==> config.mk <==
export PLATFORM = sky130hd
export DESIGN_NAME = fixed_block_pool_allocator_flat
export DESIGN_NICKNAME = d
export VERILOG_FILES = /design/src/rtl/core/fbpa_pkg.sv /design/src/rtl/core/fbpa_if.sv /design/src/rtl/core/fixed_block_pool_allocator.sv /design/src/rtl/core/fbpa_ram.sv /design/src/rtl/core/fbpa_front.sv /design/src/rtl/core/fbpa_back.sv /design/src/flat_wrapper.sv
export SDC_FILE = /design/constraint.sdc
export NUM_CORES = 1
export LEC_CHECK = 0
export BUFFER_PORTS_ARGS = -buffer_cell sky130_fd_sc_hd__clkbuf_2
export CAP_MARGIN = 15
export CORE_MARGIN = 8
export CORE_UTILIZATION = 62
export CTS_CLUSTER_SIZE = 25
export DETAILED_ROUTE_END_ITERATION = 12
export PLACE_DENSITY = 0.8
export SETUP_SLACK_MARGIN = 0.15
export SYNTH_ARGS = -nofsm -noshare
export SYNTH_HDL_FRONTEND = slang
export SYNTH_HIERARCHICAL = 1
export SYNTH_SLANG_ARGS = --single-unit
==> constraint.sdc <==
create_clock -name clk -period 7.98 [get_ports clk]
set_clock_uncertainty 0.2 [all_clocks]
set_input_delay 1.995 -clock clk [delete_from_list [all_inputs] [get_ports clk]]
set_output_delay 1.995 -clock clk [all_outputs]
set_load 0.1 [all_outputs]
==> src/rtl/core/fbpa_pkg.sv <==
// Shared types and constants of the fixed block pool allocator.
package fbpa_pkg;

    localparam int IDX_W             = 6;
    localparam int CNT_W             = 7;
    localparam int TOT_W             = 32;
    localparam int STAT_W            = 2;
    localparam int BLOCK_COUNT_RESET = 64;
    localparam int QUEUE_DEPTH       = 2;

    localparam logic FUNC_ALLOC = 1'b0;
    localparam logic FUNC_FREE  = 1'b1;

    typedef enum logic [STAT_W-1:0] {
        ST_OK       = 2'd0,
        ST_EMPTY    = 2'd1,
        ST_BAD_FREE = 2'd2
    } status_t;

    typedef enum logic [1:0] {
        OP_ALLOC,
        OP_FREE,
        OP_BAD
    } op_t;

    typedef struct packed {
        op_t              op;
        logic [IDX_W-1:0] idx;
    } cmd_t;

    typedef struct packed {
        logic valid;
        cmd_t cmd;
    } qhead_t;

    typedef enum logic {
        B_IDLE,
        B_GRANT
    } bstate_t;

endpackage

==> src/rtl/core/fbpa_if.sv <==
// Request and response channel interfaces of the fixed block pool allocator.
interface fbpa_req_if;
    logic                         valid;
    logic                         ready;
    logic                         func;
    logic [fbpa_pkg::IDX_W-1:0]   block_index;

    modport source (output valid, output func, output block_index, input ready);
    modport sink   (input valid, input func, input block_index, output ready);
endinterface

interface fbpa_rsp_if;
    logic                         valid;
    logic                         ready;
    logic [fbpa_pkg::IDX_W-1:0]   granted_index;
    logic [fbpa_pkg::STAT_W-1:0]  status;
    logic [fbpa_pkg::CNT_W-1:0]   free_blocks;
    logic [fbpa_pkg::CNT_W-1:0]   in_use;
    logic [fbpa_pkg::CNT_W-1:0]   peak_in_use;
    logic [fbpa_pkg::TOT_W-1:0]   alloc_total;
    logic [fbpa_pkg::TOT_W-1:0]   free_total;

    modport source (output valid, output granted_index, output status, output free_blocks,
                    output in_use, output peak_in_use, output alloc_total,
                    output free_total, input ready);
    modport sink   (input valid, input granted_index, input status, input free_blocks,
                    input in_use, input peak_in_use, input alloc_total,
                    input free_total, output ready);
endinterface

==> src/rtl/core/fixed_block_pool_allocator.sv <==
// Fixed block pool allocator: hands out and takes back block indices of a pool of equal-sized
// blocks through a FIFO free list. Each request transaction on req (func 0 allocate, 1 free
// block_index) gives exactly one response transaction on rsp carrying the granted index, a
// status (ok, pool empty, bad or double free) and the pool statistics after the request.
// Frees and rejected requests pass through the back end in its idle state; a successful allocate
// also passes through the grant state, which waits for the registered read of the free-list RAM.
// Requests reach the back end through a two-entry command queue. Writing cfg_wdata with cfg_we
// re-initialises the pool (indices in ascending order, counters cleared) in the cycle after the
// write; write only while no transaction is in flight. No clearing pass is needed after reset
// or re-initialisation.
module fixed_block_pool_allocator #(
    parameter int POOL_DEPTH = 64
) (
    input  logic                       clk,
    input  logic                       rst_n,
    input  logic                       cfg_we,
    input  logic [fbpa_pkg::CNT_W-1:0] cfg_wdata,
    fbpa_req_if.sink                   req,
    fbpa_rsp_if.source                 rsp
);

    localparam int CNT_W = fbpa_pkg::CNT_W;

    logic [CNT_W-1:0]  block_count_reg;
    logic              reinit_reg;
    logic [CNT_W-1:0]  pool_size;
    fbpa_pkg::qhead_t  q_head;
    logic              q_pop;

    // Pool size register; a write re-initialises the back end on the following edge,
    // when the new size is already visible.
    always_ff @(posedge clk or negedge rst_n)
    begin
        if (!rst_n)
        begin
            block_count_reg <= CNT_W'(fbpa_pkg::BLOCK_COUNT_RESET);
            reinit_reg      <= 1'b0;
        end
        else
        begin
            if (cfg_we)
            begin
                block_count_reg <= cfg_wdata;
            end
            reinit_reg <= cfg_we;
        end
    end

    // Sizes beyond the storage are clamped to it.
    assign pool_size = (32'(block_count_reg) > 32'(POOL_DEPTH)) ?
                       CNT_W'(POOL_DEPTH) : block_count_reg;

    // Front end: range-checks frees and buffers commands.
    fbpa_front u_fbpa_front (
        .clk       (clk),
        .rst_n     (rst_n),
        .pool_size (pool_size),
        .req       (req),
        .pop       (q_pop),
        .head      (q_head)
    );

    // Back end: free list, marks, counters and response register.
    fbpa_back #(
        .POOL_DEPTH (POOL_DEPTH)
    ) u_fbpa_back (
        .clk       (clk),
        .rst_n     (rst_n),
        .reinit    (reinit_reg),
        .pool_size (pool_size),
        .head      (q_head),
        .pop       (q_pop),
        .rsp       (rsp)
    );

endmodule

==> src/rtl/core/fbpa_ram.sv <==
// Generic single-write, single-read RAM with registered read data.
module fbpa_ram #(
    parameter int WIDTH = 8,
    parameter int DEPTH = 64
) (
    input  logic                     clk,
    input  logic                     we,
    input  logic [$clog2(DEPTH)-1:0] waddr,
    input  logic [WIDTH-1:0]         wdata,
    input  logic [$clog2(DEPTH)-1:0] raddr,
    output logic [WIDTH-1:0]         rdata
);

    logic [WIDTH-1:0] mem [DEPTH];

    always_ff @(posedge clk)
    begin
        if (we)
        begin
            mem[waddr] <= wdata;
        end
        rdata <= mem[raddr];
    end

endmodule

==> src/rtl/core/fbpa_front.sv <==
// Front end: accepts requests, classifies them and queues them for the back end.
module fbpa_front (
    input  logic                       clk,
    input  logic                       rst_n,
    input  logic [fbpa_pkg::CNT_W-1:0] pool_size,
    fbpa_req_if.sink                   req,
    input  logic                       pop,
    output fbpa_pkg::qhead_t           head
);

    localparam int QD = fbpa_pkg::QUEUE_DEPTH;
    localparam int PW = (QD > 1) ? $clog2(QD) : 1;
    localparam int CW = $clog2(QD + 1);

    fbpa_pkg::cmd_t  slots [QD];
    fbpa_pkg::cmd_t  cmd_in;
    logic [PW-1:0]   wr_ptr_reg, wr_ptr_next;
    logic [PW-1:0]   rd_ptr_reg, rd_ptr_next;
    logic [CW-1:0]   count_reg, count_next;
    logic            push;

    // range check only; the allocated check needs back-end state
    always_comb
    begin
        cmd_in.idx = req.block_index;
        if (req.func == fbpa_pkg::FUNC_ALLOC)
        begin
            cmd_in.op = fbpa_pkg::OP_ALLOC;
        end
        else if (32'(req.block_index) < 32'(pool_size))
        begin
            cmd_in.op = fbpa_pkg::OP_FREE;
        end
        else
        begin
            cmd_in.op = fbpa_pkg::OP_BAD;
        end
    end

    assign req.ready = (count_reg != CW'(QD));
    assign push      = req.valid && req.ready;

    always_comb
    begin
        wr_ptr_next = wr_ptr_reg;
        rd_ptr_next = rd_ptr_reg;
        if (push)
        begin
            wr_ptr_next = (wr_ptr_reg == PW'(QD - 1)) ? '0 : wr_ptr_reg + 1'b1;
        end
        if (pop)
        begin
            rd_ptr_next = (rd_ptr_reg == PW'(QD - 1)) ? '0 : rd_ptr_reg + 1'b1;
        end
        case ({push, pop})
            2'b10:   count_next = count_reg + 1'b1;
            2'b01:   count_next = count_reg - 1'b1;
            default: count_next = count_reg;
        endcase
    end

    always_ff @(posedge clk or negedge rst_n)
    begin
        if (!rst_n)
        begin
            wr_ptr_reg <= '0;
            rd_ptr_reg <= '0;
            count_reg  <= '0;
        end
        else
        begin
            wr_ptr_reg <= wr_ptr_next;
            rd_ptr_reg <= rd_ptr_next;
            count_reg  <= count_next;
        end
    end

    always_ff @(posedge clk)
    begin
        if (push)
        begin
            slots[wr_ptr_reg] <= cmd_in;
        end
    end

    assign head.valid = (count_reg != '0);
    assign head.cmd   = slots[rd_ptr_reg];

endmodule

==> src/rtl/core/fbpa_back.sv <==
// Back end: free-list FIFO, allocation marks, statistics and response register.
module fbpa_back #(
    parameter int POOL_DEPTH = 64
) (
    input  logic                       clk,
    input  logic                       rst_n,
    input  logic                       reinit,
    input  logic [fbpa_pkg::CNT_W-1:0] pool_size,
    input  fbpa_pkg::qhead_t           head,
    output logic                       pop,
    fbpa_rsp_if.source                 rsp
);

    localparam int IDX_W    = fbpa_pkg::IDX_W;
    localparam int CNT_W    = fbpa_pkg::CNT_W;
    localparam int TOT_W    = fbpa_pkg::TOT_W;
    localparam int AW       = $clog2(POOL_DEPTH);
    localparam int GW       = (AW > IDX_W) ? AW : IDX_W;
    localparam int MN       = (POOL_DEPTH < (1 << IDX_W)) ? POOL_DEPTH : (1 << IDX_W);
    localparam int MW       = $clog2(MN);
    localparam int RST_POOL = (fbpa_pkg::BLOCK_COUNT_RESET > POOL_DEPTH) ?
                              POOL_DEPTH : fbpa_pkg::BLOCK_COUNT_RESET;
    localparam int RST_TAIL = (RST_POOL >= POOL_DEPTH) ? 0 : RST_POOL;

    fbpa_pkg::bstate_t   state_reg, state_next;
    logic [AW-1:0]       head_reg, head_next;
    logic [AW-1:0]       tail_reg, tail_next;
    logic                wrapped_reg, wrapped_next;
    logic [CNT_W-1:0]    level_reg, level_next;
    logic [CNT_W-1:0]    used_reg, used_next;
    logic [CNT_W-1:0]    peak_reg, peak_next;
    logic [TOT_W-1:0]    alloc_cnt_reg, alloc_cnt_next;
    logic [TOT_W-1:0]    free_cnt_reg, free_cnt_next;
    logic [MN-1:0]       marks_reg, marks_next;
    logic                out_valid_reg, out_valid_next;

    fbpa_pkg::status_t   out_status_reg;
    logic [IDX_W-1:0]    out_grant_reg;
    logic [CNT_W-1:0]    out_free_reg, out_used_reg, out_peak_reg;
    logic [TOT_W-1:0]    out_alloc_reg, out_freed_reg;

    fbpa_pkg::status_t   st_new;
    logic [IDX_W-1:0]    grant_new;
    logic                load;
    logic                slot_free;
    logic                ram_we;
    logic [IDX_W-1:0]    ram_rdata;
    logic                fresh;
    logic [GW-1:0]       granted_full;
    logic [CNT_W-1:0]    used_inc;
    logic [CNT_W-1:0]    used_dec;
    logic [AW-1:0]       tail_init;

    fbpa_ram #(
        .WIDTH (IDX_W),
        .DEPTH (POOL_DEPTH)
    ) u_fbpa_ram (
        .clk   (clk),
        .we    (ram_we),
        .waddr (tail_reg),
        .wdata (head.cmd.idx),
        .raddr (head_reg),
        .rdata (ram_rdata)
    );

    // Until the head pointer first wraps, a slot below the pool size still
    // holds its initial index and has never been written.
    assign fresh        = !wrapped_reg && (32'(head_reg) < 32'(pool_size));
    assign granted_full = fresh ? GW'(head_reg) : GW'(ram_rdata);
    assign slot_free    = !out_valid_reg || rsp.ready;
    assign used_inc     = used_reg + 1'b1;
    assign used_dec     = (used_reg != '0) ? used_reg - 1'b1 : used_reg;
    assign tail_init    = (32'(pool_size) >= 32'(POOL_DEPTH)) ? '0 : AW'(pool_size);

    always_comb
    begin
        state_next     = state_reg;
        head_next      = head_reg;
        tail_next      = tail_reg;
        wrapped_next   = wrapped_reg;
        level_next     = level_reg;
        used_next      = used_reg;
        peak_next      = peak_reg;
        alloc_cnt_next = alloc_cnt_reg;
        free_cnt_next  = free_cnt_reg;
        marks_next     = marks_reg;
        pop            = 1'b0;
        ram_we         = 1'b0;
        load           = 1'b0;
        st_new         = fbpa_pkg::ST_OK;
        grant_new      = '0;

        if (reinit)
        begin
            state_next     = fbpa_pkg::B_IDLE;
            head_next      = '0;
            tail_next      = tail_init;
            wrapped_next   = 1'b0;
            level_next     = pool_size;
            used_next      = '0;
            peak_next      = '0;
            alloc_cnt_next = '0;
            free_cnt_next  = '0;
            marks_next     = '0;
        end
        else
        begin
            case (state_reg)
                fbpa_pkg::B_IDLE:
                begin
                    if (head.valid && slot_free)
                    begin
                        pop = 1'b1;
                        case (head.cmd.op)
                            fbpa_pkg::OP_ALLOC:
                            begin
                                if (level_reg == '0)
                                begin
                                    load   = 1'b1;
                                    st_new = fbpa_pkg::ST_EMPTY;
                                end
                                else
                                begin
                                    // RAM read of the head slot lands next cycle
                                    state_next = fbpa_pkg::B_GRANT;
                                end
                            end
                            fbpa_pkg::OP_FREE:
                            begin
                                load = 1'b1;
                                if (marks_reg[head.cmd.idx[MW-1:0]])
                                begin
                                    marks_next[head.cmd.idx[MW-1:0]] = 1'b0;
                                    ram_we        = 1'b1;
                                    tail_next     = (tail_reg == AW'(POOL_DEPTH - 1)) ?
                                                    '0 : tail_reg + 1'b1;
                                    level_next    = level_reg + 1'b1;
                                    used_next     = used_dec;
                                    free_cnt_next = free_cnt_reg + 1'b1;
                                end
                                else
                                begin
                                    st_new = fbpa_pkg::ST_BAD_FREE;
                                end
                            end
                            default:
                            begin
                                load   = 1'b1;
                                st_new = fbpa_pkg::ST_BAD_FREE;
                            end
                        endcase
                    end
                end
                fbpa_pkg::B_GRANT:
                begin
                    load       = 1'b1;
                    grant_new  = granted_full[IDX_W-1:0];
                    state_next = fbpa_pkg::B_IDLE;
                    if (32'(granted_full) < 32'(MN))
                    begin
                        marks_next[granted_full[MW-1:0]] = 1'b1;
                    end
                    if (head_reg == AW'(POOL_DEPTH - 1))
                    begin
                        head_next    = '0;
                        wrapped_next = 1'b1;
                    end
                    else
                    begin
                        head_next = head_reg + 1'b1;
                    end
                    level_next     = level_reg - 1'b1;
                    used_next      = used_inc;
                    peak_next      = (used_inc > peak_reg) ? used_inc : peak_reg;
                    alloc_cnt_next = alloc_cnt_reg + 1'b1;
                end
                default:
                begin
                    state_next = fbpa_pkg::B_IDLE;
                end
            endcase
        end

        out_valid_next = load || (out_valid_reg && !rsp.ready);
    end

    always_ff @(posedge clk or negedge rst_n)
    begin
        if (!rst_n)
        begin
            state_reg     <= fbpa_pkg::B_IDLE;
            head_reg      <= '0;
            tail_reg      <= AW'(RST_TAIL);
            wrapped_reg   <= 1'b0;
            level_reg     <= CNT_W'(RST_POOL);
            used_reg      <= '0;
            peak_reg      <= '0;
            alloc_cnt_reg <= '0;
            free_cnt_reg  <= '0;
            marks_reg     <= '0;
            out_valid_reg <= 1'b0;
        end
        else
        begin
            state_reg     <= state_next;
            head_reg      <= head_next;
            tail_reg      <= tail_next;
            wrapped_reg   <= wrapped_next;
            level_reg     <= level_next;
            used_reg      <= used_next;
            peak_reg      <= peak_next;
            alloc_cnt_reg <= alloc_cnt_next;
            free_cnt_reg  <= free_cnt_next;
            marks_reg     <= marks_next;
            out_valid_reg <= out_valid_next;
        end
    end

    always_ff @(posedge clk)
    begin
        if (load)
        begin
            out_status_reg <= st_new;
            out_grant_reg  <= grant_new;
            out_free_reg   <= level_next;
            out_used_reg   <= used_next;
            out_peak_reg   <= peak_next;
            out_alloc_reg  <= alloc_cnt_next;
            out_freed_reg  <= free_cnt_next;
        end
    end

    assign rsp.valid         = out_valid_reg;
    assign rsp.granted_index = out_grant_reg;
    assign rsp.status        = out_status_reg;
    assign rsp.free_blocks   = out_free_reg;
    assign rsp.in_use        = out_used_reg;
    assign rsp.peak_in_use   = out_peak_reg;
    assign rsp.alloc_total   = out_alloc_reg;
    assign rsp.free_total    = out_freed_reg;

endmodule

==> src/flat_wrapper.sv <==
// flat-port wrapper written by rule: the top's interface ports become plain ports
module fixed_block_pool_allocator_flat 
#(
    parameter int POOL_DEPTH = 64
)
  (clk, rst_n, cfg_we, cfg_wdata, req_valid, req_func, req_block_index, req_ready, rsp_valid, rsp_granted_index, rsp_status, rsp_free_blocks, rsp_in_use, rsp_peak_in_use, rsp_alloc_total, rsp_free_total, rsp_ready);
  fbpa_req_if req_i ();
  fbpa_rsp_if rsp_i ();
  input  logic clk;
  input  logic rst_n;
  input  logic cfg_we;
  input  logic [fbpa_pkg::CNT_W-1:0] cfg_wdata;
  input wire logic [$bits(req_i.valid)-1:0] req_valid;
  input wire logic [$bits(req_i.func)-1:0] req_func;
  input wire logic [$bits(req_i.block_index)-1:0] req_block_index;
  output wire logic [$bits(req_i.ready)-1:0] req_ready;
  output wire logic [$bits(rsp_i.valid)-1:0] rsp_valid;
  output wire logic [$bits(rsp_i.granted_index)-1:0] rsp_granted_index;
  output wire logic [$bits(rsp_i.status)-1:0] rsp_status;
  output wire logic [$bits(rsp_i.free_blocks)-1:0] rsp_free_blocks;
  output wire logic [$bits(rsp_i.in_use)-1:0] rsp_in_use;
  output wire logic [$bits(rsp_i.peak_in_use)-1:0] rsp_peak_in_use;
  output wire logic [$bits(rsp_i.alloc_total)-1:0] rsp_alloc_total;
  output wire logic [$bits(rsp_i.free_total)-1:0] rsp_free_total;
  input wire logic [$bits(rsp_i.ready)-1:0] rsp_ready;
  assign req_i.valid = req_valid;
  assign req_i.func = req_func;
  assign req_i.block_index = req_block_index;
  assign req_ready = req_i.ready;
  assign rsp_valid = rsp_i.valid;
  assign rsp_granted_index = rsp_i.granted_index;
  assign rsp_status = rsp_i.status;
  assign rsp_free_blocks = rsp_i.free_blocks;
  assign rsp_in_use = rsp_i.in_use;
  assign rsp_peak_in_use = rsp_i.peak_in_use;
  assign rsp_alloc_total = rsp_i.alloc_total;
  assign rsp_free_total = rsp_i.free_total;
  assign rsp_i.ready = rsp_ready;
  fixed_block_pool_allocator #(.POOL_DEPTH(POOL_DEPTH)) u_core (.clk(clk), .rst_n(rst_n), .cfg_we(cfg_we), .cfg_wdata(cfg_wdata), .req(req_i), .rsp(rsp_i));
endmodule
# ---- Word-level counts from Yosys, hierarchy flattened
# Memories as Yosys holds them, arrays and structs flattened. A register that Yosys moved wholly into a read port is not among the register bits.
# Cells that the tools add are included.
# Widths: inputs -> output; s select.
dict set report op_classes {
  n_reduce_logical 26
  n_addsub 12
  eq_ne 10
  n_lt_le_gt_ge 9
  bitwise_logic 5
  n_mux 77
}
# op n
set ops {}
lappend ops {{$mux 64} 4}
lappend ops {{$mux 32} 7}
lappend ops {{$pmux 64 s2} 1}
lappend ops {{$mux 7} 13}
lappend ops {{$mux 6} 11}
lappend ops {{$add 32x1->32 const B} 2}
lappend ops {{$and 64x64->64} 1}
lappend ops {{$not 64->64} 1}
lappend ops {{$or 64x64->64} 1}
lappend ops {{$mux 1} 29}
lappend ops {{$pmux 7 s2} 2}
lappend ops {{$add 7x1->7 const B} 2}
lappend ops {{$lt 6x7->1} 2}
lappend ops {{$lt 6x7->1 const B} 2}
lappend ops {{$reduce_bool 2->1} 7}
lappend ops {{$sub 7x1->7 const B} 2}
lappend ops {{$add 6x1->6 const B} 2}
lappend ops {{$demux 1 s6} 2}
lappend ops {{$eq 6x6->1 const B} 2}
lappend ops {{$ge 6x1->1 const B} 2}
lappend ops {{$pmux 2 s2} 2}
lappend ops {{$ge 7x7->1 const B} 1}
lappend ops {{$gt 7x7->1} 1}
lappend ops {{$gt 7x7->1 const B} 1}
lappend ops {{other kinds (24)} 39}
dict set report totals {
  ram_bits 400
  input_bits 19
  register_bits 269
  memories 2
  elab_cells 164
}
# memory words word_bits read_ports rd_ports_with_merged_regs write_ports line
set mem_list {}
lappend mem_list {u_core.u_fbpa_back.u_fbpa_ram.mem 64 6 1 1 1 fbpa_ram.sv:14} ;# logic [WIDTH-1:0] mem [DEPTH];
lappend mem_list {u_core.u_fbpa_front.slots 2 8 1 0 1 fbpa_front.sv:15} ;# fbpa_pkg::cmd_t slots [QD];

# ---- Longest topological paths before layout
# Gate-level depths: netlist (run 1).
dict set report logic_depth {
  word_depth 12
  mapped_depth 16
}

# ---- By module
# Netlist (run 1), hierarchy kept.
# module seq_area_each_um2 instances cells_per_inst area_each_um2
set by_module_without_submodules {}
lappend by_module_without_submodules {fbpa_ram 11651.2 1 720 15225.9}
lappend by_module_without_submodules {fbpa_back 6897.9 1 1147 12214.2}
lappend by_module_without_submodules {fbpa_front 580.6 1 62 927.1}
lappend by_module_without_submodules {fixed_block_pool_allocator 201.4 1 23 359.1}

# ---- Worst setup path after synthesis (run 1)
# Ideal clock, no wire load.
dict set report synth_timing {
  kind {input to register}
  startpoint {in rsp_ready}
  endpoint {reg u_core.u_fbpa_back.out_alloc_reg[0], in the netlist u_core/u_fbpa_back/rsp.alloc_total[0] (enable)}
  arrival_time_ps 6248
  path_stages 5
  path_buffers 0
  slack_ps 987
  required_time_ps 7235
  path_cell_list {nand2b_1 > nand2_1 > a21oi_1 > nor2_1 > nor2_1}
}
dict set report synth_via {
  elab_chain_len 5
}
# element line
set synth_rtl {}
lappend synth_rtl {{start: declaration} flat_wrapper.sv:25} ;# input wire logic [$bits(rsp_i.ready)-1:0] rsp_ready;
lappend synth_rtl {{$logic_or 1x1->1} fbpa_back.sv:70} ;# assign slot_free = !out_valid_reg || rsp.ready;
lappend synth_rtl {{$logic_and 1x1->1} fbpa_back.sv:111} ;# if (head.valid && slot_free)
lappend synth_rtl {{$mux 1} fbpa_back.sv:111}
lappend synth_rtl {{$pmux 1 s2} fbpa_back.sv:108} ;# case (state_reg)
lappend synth_rtl {{$mux 1} fbpa_back.sv:93} ;# if (reinit)
lappend synth_rtl {{via u_core.u_fbpa_back.load} fbpa_back.sv:44} ;# logic load;
lappend synth_rtl {{end signal: assignment} fbpa_back.sv:228} ;# out_alloc_reg <= alloc_cnt_next;
lappend synth_rtl {{end: declaration} fbpa_back.sv:40} ;# logic [TOT_W-1:0] out_alloc_reg, out_freed_reg;
# The timed path passes the listed nets, and every way through them passes these cells.
# A chain may end at the register's enable or synchronous reset.

==> results of run 1 <==
cell usage in the layout, fill, tap and decap left out, types with 18 or more instances in the layout:
cell,n
sky130_fd_sc_hd__mux2i_1,35
sky130_fd_sc_hd__nand3_1,74
sky130_fd_sc_hd__inv_1,47
sky130_fd_sc_hd__nand2_1,88
sky130_fd_sc_hd__o21ai_0,81
sky130_fd_sc_hd__buf_4,26
sky130_fd_sc_hd__xor2_1,24
sky130_fd_sc_hd__a32oi_1,34
sky130_fd_sc_hd__nor3_1,33
sky130_fd_sc_hd__edfxtp_1,493
sky130_fd_sc_hd__xnor2_1,57
sky130_fd_sc_hd__clkbuf_16,69
sky130_fd_sc_hd__nor2_1,192
sky130_fd_sc_hd__mux2_2,25
sky130_fd_sc_hd__ha_1,28
sky130_fd_sc_hd__mux4_2,89
sky130_fd_sc_hd__nand4_1,18
sky130_fd_sc_hd__nor2b_1,23
sky130_fd_sc_hd__nor4_1,23
sky130_fd_sc_hd__dfrtp_1,170
sky130_fd_sc_hd__a21oi_1,71
sky130_fd_sc_hd__clkbuf_2,112
path summary, 6_finish.rpt:
| check | end | slack (ps) |
|---|---|---|
| setup / recovery | u_core/u_fbpa_back/u_fbpa_ram/mem[30][0]$_DFFE_PP_ | 2640 |
| hold / removal | u_core/u_fbpa_front/wr_ptr_reg$_DFFE_PN0P_ | 300 |
| setup reg to reg | u_core/u_fbpa_back/u_fbpa_ram/mem[30][0]$_DFFE_PP_ | 2640 |
| hold reg to reg | u_core/u_fbpa_front/wr_ptr_reg$_DFFE_PN0P_ | 300 |
| max in group asynchronous | u_core/u_fbpa_back/marks_reg[15]$_DFFE_PN0P_ | 4960 |
| min in group asynchronous | u_core/u_fbpa_back/alloc_cnt_reg[19]$_DFF_PN0_ | 1230 |
final cells by class:
class,instances,area share (%)
clock buffer,86,5.73
clock inverter,33,1.45
inverter,47,0.550
multi-input combinational,1126,27.1
sequential,675,60.3
tap,607,2.37
timing repair buffer,142,2.52
layer usage:
metal  vias up  part of all wire, %  GRT usage, %
li1       7698                    -             -
met1      8975                   39          33.1
met2      1085                   48          41.4
met3       206                  8.4          4.96
met4         0                  4.3          10.7
met5         -                    0             0
critical path, stage by stage (launching register included):
cell and delay [ps]:
sky130_fd_sc_hd__dfrtp_1 570, sky130_fd_sc_hd__mux2_2 390, sky130_fd_sc_hd__buf_4 290, sky130_fd_sc_hd__nor3_1 750
sky130_fd_sc_hd__o21ai_0 200, sky130_fd_sc_hd__a21oi_1 330, sky130_fd_sc_hd__or4_4 210, sky130_fd_sc_hd__o31ai_4 80
sky130_fd_sc_hd__nor2_1 490, sky130_fd_sc_hd__nor2b_1 360, sky130_fd_sc_hd__nand3_1 500, sky130_fd_sc_hd__nor2_1 610
power by group:
part           switching (mW)  internal, mW  total [mW]
Sequential              0.191          4.31        4.50
Clock                    1.28          2.02        3.30
Combinational            2.10         0.547        2.65
cell usage after synthesis (10+ instances only):
cell	n	area (sq um)
sky130_fd_sc_hd__clkbuf_1	53	199
sky130_fd_sc_hd__nor3_1	33	165
sky130_fd_sc_hd__a211oi_1	14	105
sky130_fd_sc_hd__inv_1	47	176
sky130_fd_sc_hd__xnor2_1	57	499
sky130_fd_sc_hd__nor2_1	193	724
sky130_fd_sc_hd__o22ai_1	14	87.6
sky130_fd_sc_hd__nand2b_1	13	81.3
sky130_fd_sc_hd__buf_2	31	155
sky130_fd_sc_hd__nand2_1	88	330
sky130_fd_sc_hd__o21ai_0	83	415
sky130_fd_sc_hd__nor4_1	23	144
sky130_fd_sc_hd__o221ai_1	10	87.6
sky130_fd_sc_hd__mux2_2	26	293
sky130_fd_sc_hd__xor2_1	24	210
sky130_fd_sc_hd__or3_1	10	62.6
sky130_fd_sc_hd__a21oi_1	71	355
sky130_fd_sc_hd__a32oi_1	34	298
sky130_fd_sc_hd__nor3b_1	12	90.1
sky130_fd_sc_hd__mux4_2	89	2000
sky130_fd_sc_hd__edfxtp_1	493	14800
sky130_fd_sc_hd__nor2b_1	23	144
sky130_fd_sc_hd__nand4_1	18	113
sky130_fd_sc_hd__ha_1	28	350
sky130_fd_sc_hd__nand3_1	74	370
sky130_fd_sc_hd__nand3b_1	12	90.1
sky130_fd_sc_hd__dfrtp_1	174	4350
sky130_fd_sc_hd__and3_1	12	75.1
sky130_fd_sc_hd__mux2i_1	36	360
cell families (layout without fill, tap and decap cells):
family          after synthesis  count (layout)  share of synthesized area (%)
simple gates                547             547                           9.33
buf+inv                     151             308                           2.50
mux                         164             164                           10.2
compound gates              306             306                           7.02
xor+xnor                     81              81                           2.47
flops                       675             675                           67.3
fa+ha+maj                    28              28                           1.22
stage by stage:
step                      util [%]  hold WS [ps]  total power, mW
after floorplan                  -           261             6.57
after global placement        64.4           278             7.14
after detailed placement      64.4           286             7.18
after CTS                     69.4           305             10.5
after global routing          69.5           330             10.8
final                         69.5           302             10.4
==> out/qor.txt, run 1 <==
RUN STATUS
--------------------------------------------------------------------------------------------------------
Run status ................................................................................ finished, final reports clean

LOGIC SYNTHESIS
--------------------------------------------------------------------------------------------------------
Share of synthesized flip-flops with an asynchronous set or reset .........................        26.1%
Total standard cell area after synthesis ..................................................  28700 sq um
Count of cell types in the netlist ........................................................           78
Synthesized net count .....................................................................         1999
Count of flip-flops with a built-in enable after synthesis ................................          493
Register area share after synthesis .......................................................        67.3%
Synth Warn # ..............................................................................            6
Top_reg_cell synth ........................................................................ sky130_fd_sc_hd__edfxtp_1
Seq cells post-synth ......................................................................          675
Synthesized area per cell .................................................................   14.7 sq um
Post-synthesis cell count .................................................................         1952

FLOORPLANNING
--------------------------------------------------------------------------------------------------------
Top-Level Pins ............................................................................          114
Die boundary height .......................................................................  231 microns
Site row count ............................................................................           79
Area of the core ..........................................................................  46200 sq um
Die Footprint .............................................................................  53500 sq um
Horizontal extent of the die ..............................................................  231 microns
Initial core utilization ..................................................................        62.2%

SETUP PATH
--------------------------------------------------------------------------------------------------------
Launching point of the worst reg2reg path ................................................. u_core/u_fbpa_front/rd_ptr_reg$_DFFE_PN0P_
Crit. End Element .........................................................................     register
Worst Setup Path Type .....................................................................      reg2reg
Launching element type of the critical path ...............................................     register
Required @ worst endpoint .................................................................      8010 ps
Worst EP arrival ..........................................................................      5370 ps
Worst-path fanout max .....................................................................           32
Critical Path Start ....................................................................... u_core/u_fbpa_front/rd_ptr_reg$_DFFE_PN0P_
Logic depth of the worst register-to-register path ........................................           11

CTS
--------------------------------------------------------------------------------------------------------
CTS Root Buffer Type ...................................................................... sky130_fd_sc_hd__clkbuf_16
CTS max path bufs .........................................................................            3
Clock Sink Count ..........................................................................          675
TritonCTS clock tree ......................................................................          yes
Post-CTS clock slew at the launch and capture registers of the worst setup and hold paths .        60 ps
Clock insertion delay at the later pin of the skew report .................................       600 ps
Total of hold buffers inserted after clock tree synthesis .................................            0
H-tree Lvls ...............................................................................            3
Post-CTS setup repair buffer count ........................................................            0
Clock buffer count from CTS ...............................................................           68
Post-cts repair resize count ..............................................................            0

STA
--------------------------------------------------------------------------------------------------------
Final setup fails .........................................................................            0
Slew at the pin closest to its max-slew limit .............................................      1230 ps
Achievable Freq ...........................................................................    0.187 GHz
Unrepaired setup endpoints after global routing ...........................................           no
Hold Vio Cnt, Final .......................................................................            0
Fin crit period ...........................................................................      5340 ps
Final max-slew violation count ............................................................            0
Total negative setup slack ................................................................         0 ps
Fin worst setup slack .....................................................................      2640 ps
Share of the clock period used by the worst path after layout .............................        66.9%
Rel. slew slack ...........................................................................        17.6%

FINISH
--------------------------------------------------------------------------------------------------------
Sequential cell area ......................................................................  19300 sq um
Multi-input gate area in the final layout .................................................   8700 sq um
Filler cell count in the final layout .....................................................         2874
NumNets Final .............................................................................         2107
Area overhead of the layout relative to synthesis .........................................        11.7%
Number of antenna cells inserted ..........................................................            0
Max reg flops .............................................................................          384
Finished Layout Cells .....................................................................         2716
Share of cells above drive strength 1 .....................................................        18.7%
Summed area of non-filler cells in the final layout .......................................  32100 sq um

DETAILED ROUTING
--------------------------------------------------------------------------------------------------------
Via density per instance ..................................................................         6.61
WL per Instance ........................................................................... 25.2 microns
Violation count after the first detailed-route iteration ..................................         2256
Overall routed net length ................................................................. 68500 microns
Vias ......................................................................................        18000
TritonRoute pass-1 iters ..................................................................            9
Final antenna-violating net count .........................................................            0
Remaining design rule violation count .....................................................            0

PLACE
--------------------------------------------------------------------------------------------------------
Input/output buffers ......................................................................          113
Global placement routability congestion ...................................................        0.923
Cell count after placement ................................................................         2593
Worst setup slack after placement .........................................................      2420 ps
Half-perimeter wire length after placement ................................................ 41900 microns
Post-detailed-placement cell area .........................................................  29700 sq um

HOLD PATH
--------------------------------------------------------------------------------------------------------
Hold path cells ...........................................................................            1
Launch instance of the worst min-delay path ............................................... u_core/u_fbpa_front/wr_ptr_reg$_DFFE_PN0P_
Worst Hold Class ..........................................................................      reg2reg

GRT
--------------------------------------------------------------------------------------------------------
Vias in the first global route ............................................................        17800
Maximum number of pins on one net before global-route repair ..............................           80
Total global routing track utilization ....................................................        25.3%
Initial antenna violation count ...........................................................            0
Global-route wire length before repair .................................................... 105000 microns
Grt ovf ...................................................................................            0

PWR
--------------------------------------------------------------------------------------------------------
Static leakage ............................................................................      11.2 nW
Pwr Density ...............................................................................  325 nW/um^2
Peak supply drop ..........................................................................   0.000469 V

RUN
--------------------------------------------------------------------------------------------------------
Number of violations of the max-capacitance limit .........................................            0

Power figures use the tool's default switching activity.
==> run 2, diff against run 1 <==
==> constraint.sdc (replaced) <==
create_clock -name clk -period 5.08 [get_ports clk]
set_clock_uncertainty 0.2 [all_clocks]
set_input_delay 1.27 -clock clk [delete_from_list [all_inputs] [get_ports clk]]
set_output_delay 1.27 -clock clk [all_outputs]
set_load 0.1 [all_outputs]
==> out/qor.txt, run 2 (synthesized netlist as in run 1, its figures left out) <==
RUN STATUS
--------------------------------------------------------------------------------------------------------
Run status ................................................................................ finished, final reports clean   unchanged

CTS
--------------------------------------------------------------------------------------------------------
CTS Root Buffer Type ...................................................................... sky130_fd_sc_hd__clkbuf_16   unchanged
TritonCTS clock tree ......................................................................          yes   unchanged
Clock Sink Count ..........................................................................          675   unchanged
Clock insertion delay at the later pin of the skew report .................................       600 ps   about the same
Clock buffer count from CTS ...............................................................           68   unchanged
Post-CTS clock slew at the launch and capture registers of the worst setup and hold paths .        60 ps   about the same
Total of hold buffers inserted after clock tree synthesis .................................            0   unchanged
CTS max path bufs .........................................................................            3   unchanged
H-tree Lvls ...............................................................................            3   unchanged

HOLD PATH
--------------------------------------------------------------------------------------------------------
Worst Hold Class ..........................................................................      reg2reg   unchanged

STA
--------------------------------------------------------------------------------------------------------
Slew at the pin closest to its max-slew limit .............................................      1180 ps   was 1230 ps
Worst hold-check slack ....................................................................       295 ps   was 302 ps
Fin worst setup slack .....................................................................       172 ps   was 2640 ps
Final max-slew violation count ............................................................            0   unchanged
Unrepaired setup endpoints after global routing ...........................................          yes   was no
Final setup fails .........................................................................            0   unchanged
Total negative setup slack ................................................................         0 ps   unchanged
Fin crit period ...........................................................................      4910 ps   was 5340 ps
Rel. slew slack ...........................................................................        20.6%   was 17.6%
Share of the clock period used by the worst path after layout .............................        96.6%   was 66.9%
Hold Vio Cnt, Final .......................................................................            0   unchanged
Achievable Freq ...........................................................................    0.204 GHz   was 0.187 GHz

DETAILED ROUTING
--------------------------------------------------------------------------------------------------------
Via density per instance ..................................................................         6.58   was 6.61
Violation count after the first detailed-route iteration ..................................         2267   was 2256
Remaining design rule violation count .....................................................            0   unchanged
WL per Instance ........................................................................... 25.0 microns   was 25.2 microns
Vias ......................................................................................        18000   about the same
TritonRoute pass-1 iters ..................................................................            6   was 9
Overall routed net length ................................................................. 68300 microns   was 68500 microns
Final antenna-violating net count .........................................................            0   unchanged

SETUP PATH
--------------------------------------------------------------------------------------------------------
Series of cell instances along the critical path .......................................... mux2_2, nand2b_1, mux4_2, a21boi_0, a2111o_1, o31ai_4, nor2_1, nor2b_1, nand2_1, nor2_1   was mux2_2, buf_4, nor3_1, o21ai_0, a21oi_1, or4_4, o31ai_4, nor2_1, nor2b_1, nand3_1, nor2_1
Worst Setup Path Type .....................................................................      reg2reg   unchanged
Required @ worst endpoint .................................................................      5100 ps   was 8010 ps
Launching element type of the critical path ...............................................     register   unchanged
CP dominant cell by count ................................................................. sky130_fd_sc_hd__nor2_1   unchanged
Highest-delay cell along the critical path ................................................ sky130_fd_sc_hd__mux2_2   was sky130_fd_sc_hd__nor3_1
Worst EP arrival ..........................................................................      4930 ps   was 5370 ps
Peak per-stage delay on the critical path .................................................       650 ps   was 750 ps
Cell class contributing the biggest share of worst-path delay ............................. simple AND/OR/NAND/NOR gates   unchanged
Worst-path fanout max .....................................................................           42   was 32
Crit. End Element .........................................................................     register   unchanged
Buffers and inverters on the worst path ...................................................            0   was 1

GRT
--------------------------------------------------------------------------------------------------------
Grt ovf ...................................................................................            0   unchanged
Maximum number of pins on one net before global-route repair ..............................           79   was 80
Initial antenna violation count ...........................................................            0   unchanged
Vias in the first global route ............................................................        17900   was 17800
Global-route wire length before repair .................................................... 105000 microns   about the same
Total global routing track utilization ....................................................        25.4%   was 25.3%

FINISH
--------------------------------------------------------------------------------------------------------
Filler cell count in the final layout .....................................................         2898   was 2874
NumNets Final .............................................................................         2118   was 2107
Finished Layout Cells .....................................................................         2728   was 2716
Number of antenna cells inserted ..........................................................            0   unchanged
Area overhead of the layout relative to synthesis .........................................        11.7%   about the same
Share of cells above drive strength 1 .....................................................        19.2%   was 18.7%
Summed area of non-filler cells in the final layout .......................................  32100 sq um   about the same
Most common cell after layout, fill and taps aside ........................................ sky130_fd_sc_hd__edfxtp_1   unchanged
Max reg flops .............................................................................          384   unchanged
Core Util, Final ..........................................................................        69.5%   about the same
Highest-count cells in the layout ignoring fill and taps .................................. sky130_fd_sc_hd__edfxtp_1 (493), sky130_fd_sc_hd__nor2_1 (183), sky130_fd_sc_hd__dfrtp_1 (170)   was sky130_fd_sc_hd__edfxtp_1 (493), sky130_fd_sc_hd__nor2_1 (192), sky130_fd_sc_hd__dfrtp_1 (170)

FLOORPLANNING
--------------------------------------------------------------------------------------------------------
Horizontal extent of the die ..............................................................  231 microns   unchanged
Area of the core ..........................................................................  46200 sq um   unchanged
Initial core utilization ..................................................................        62.2%   unchanged
Die boundary height .......................................................................  231 microns   unchanged
Top-Level Pins ............................................................................          114   unchanged
Site row count ............................................................................           79   unchanged
Die Footprint .............................................................................  53500 sq um   unchanged

PLACE
--------------------------------------------------------------------------------------------------------
Cell count after placement ................................................................         2606   was 2593
Half-perimeter wire length after placement ................................................ 43000 microns   was 41900 microns
Global placement routability congestion ...................................................        0.948   was 0.923
Post-detailed-placement cell area .........................................................  29900 sq um   was 29700 sq um
Worst setup slack after placement .........................................................       293 ps   was 2420 ps
Input/output buffers ......................................................................          113   unchanged

RUN
--------------------------------------------------------------------------------------------------------
Number of violations of the max-capacitance limit .........................................            0   unchanged

PWR
--------------------------------------------------------------------------------------------------------
Total power draw ..........................................................................      16.1 mW   was 10.4 mW
Peak supply drop ..........................................................................   0.000546 V   was 0.000469 V
Pwr Density ...............................................................................  503 nW/um^2   was 325 nW/um^2
Static leakage ............................................................................      11.2 nW   about the same

==> run 2: cell count changes in the layout (fill, tap and decap cells not counted), sizes merged <==
cell and change:
bufinv -6, clkinv -1, clkbuf +7, clkinvlp -1, buf +13
==> run 2: area by class of cell <==
type	count	area (sq um)	share of cell area, %
Multi-Input combinational cell	1126	8730	27.2
Clock buffer	95	1900	5.91
Inverter	47	176	0.550
Sequential cell	675	19300	60.3
Clock inverter	25	272	0.846
Tap cell	607	759	2.37
Timing Repair Buffer	153	905	2.82
==> run 2: final timing paths <==
check | startpoint | to | slack (ps) | depth (start not counted)
max in group asynchronous | rst_n | u_core/u_fbpa_back/level_reg[5]$_DFF_PN0_ | 3150 | 2
min reg2reg | u_core/u_fbpa_front/wr_ptr_reg$_DFFE_PN0P_ | u_core/u_fbpa_front/wr_ptr_reg$_DFFE_PN0P_ | 290 | 1
max | u_core/u_fbpa_front/rd_ptr_reg$_DFFE_PN0P_ | u_core/u_fbpa_back/u_fbpa_ram/mem[26][5]$_DFFE_PP_ | 170 | 10
max reg2reg | u_core/u_fbpa_front/rd_ptr_reg$_DFFE_PN0P_ | u_core/u_fbpa_back/u_fbpa_ram/mem[26][5]$_DFFE_PP_ | 170 | 10
min | u_core/u_fbpa_front/wr_ptr_reg$_DFFE_PN0P_ | u_core/u_fbpa_front/wr_ptr_reg$_DFFE_PN0P_ | 290 | 1
min in group asynchronous | rst_n | u_core/block_count_reg[2]$_DFFE_PN0P_ | 490 | 1
==> run 2: what timing repair did <==
item                                    CTS  global route
endpoints found under the setup margin    0           138
endpoints found under the hold margin     0             0
setup buffers                             0             1
resized for setup                         0            10
==> run 2: power by group <==
part	internal (mW)	total [mW]	switching, mW
Clock	2.91	4.89	1.99
Combinational	0.879	4.18	3.30
Sequential	6.77	7.05	0.279
==> run 2: layer usage <==
| layer | vias up | routed length (microns) | track usage [%] | part of all wire [%] |
|---|---|---|---|---|
| met5 | - | 0 | 0 | 0 |
| met3 | 203 | 6270 | 4.98 | 9.2 |
| li1 | 7733 | - | - | - |
| met4 | 0 | 2510 | 9.42 | 3.7 |
| met2 | 1105 | 33200 | 41.5 | 49 |
| met1 | 8910 | 26300 | 34.0 | 39 |
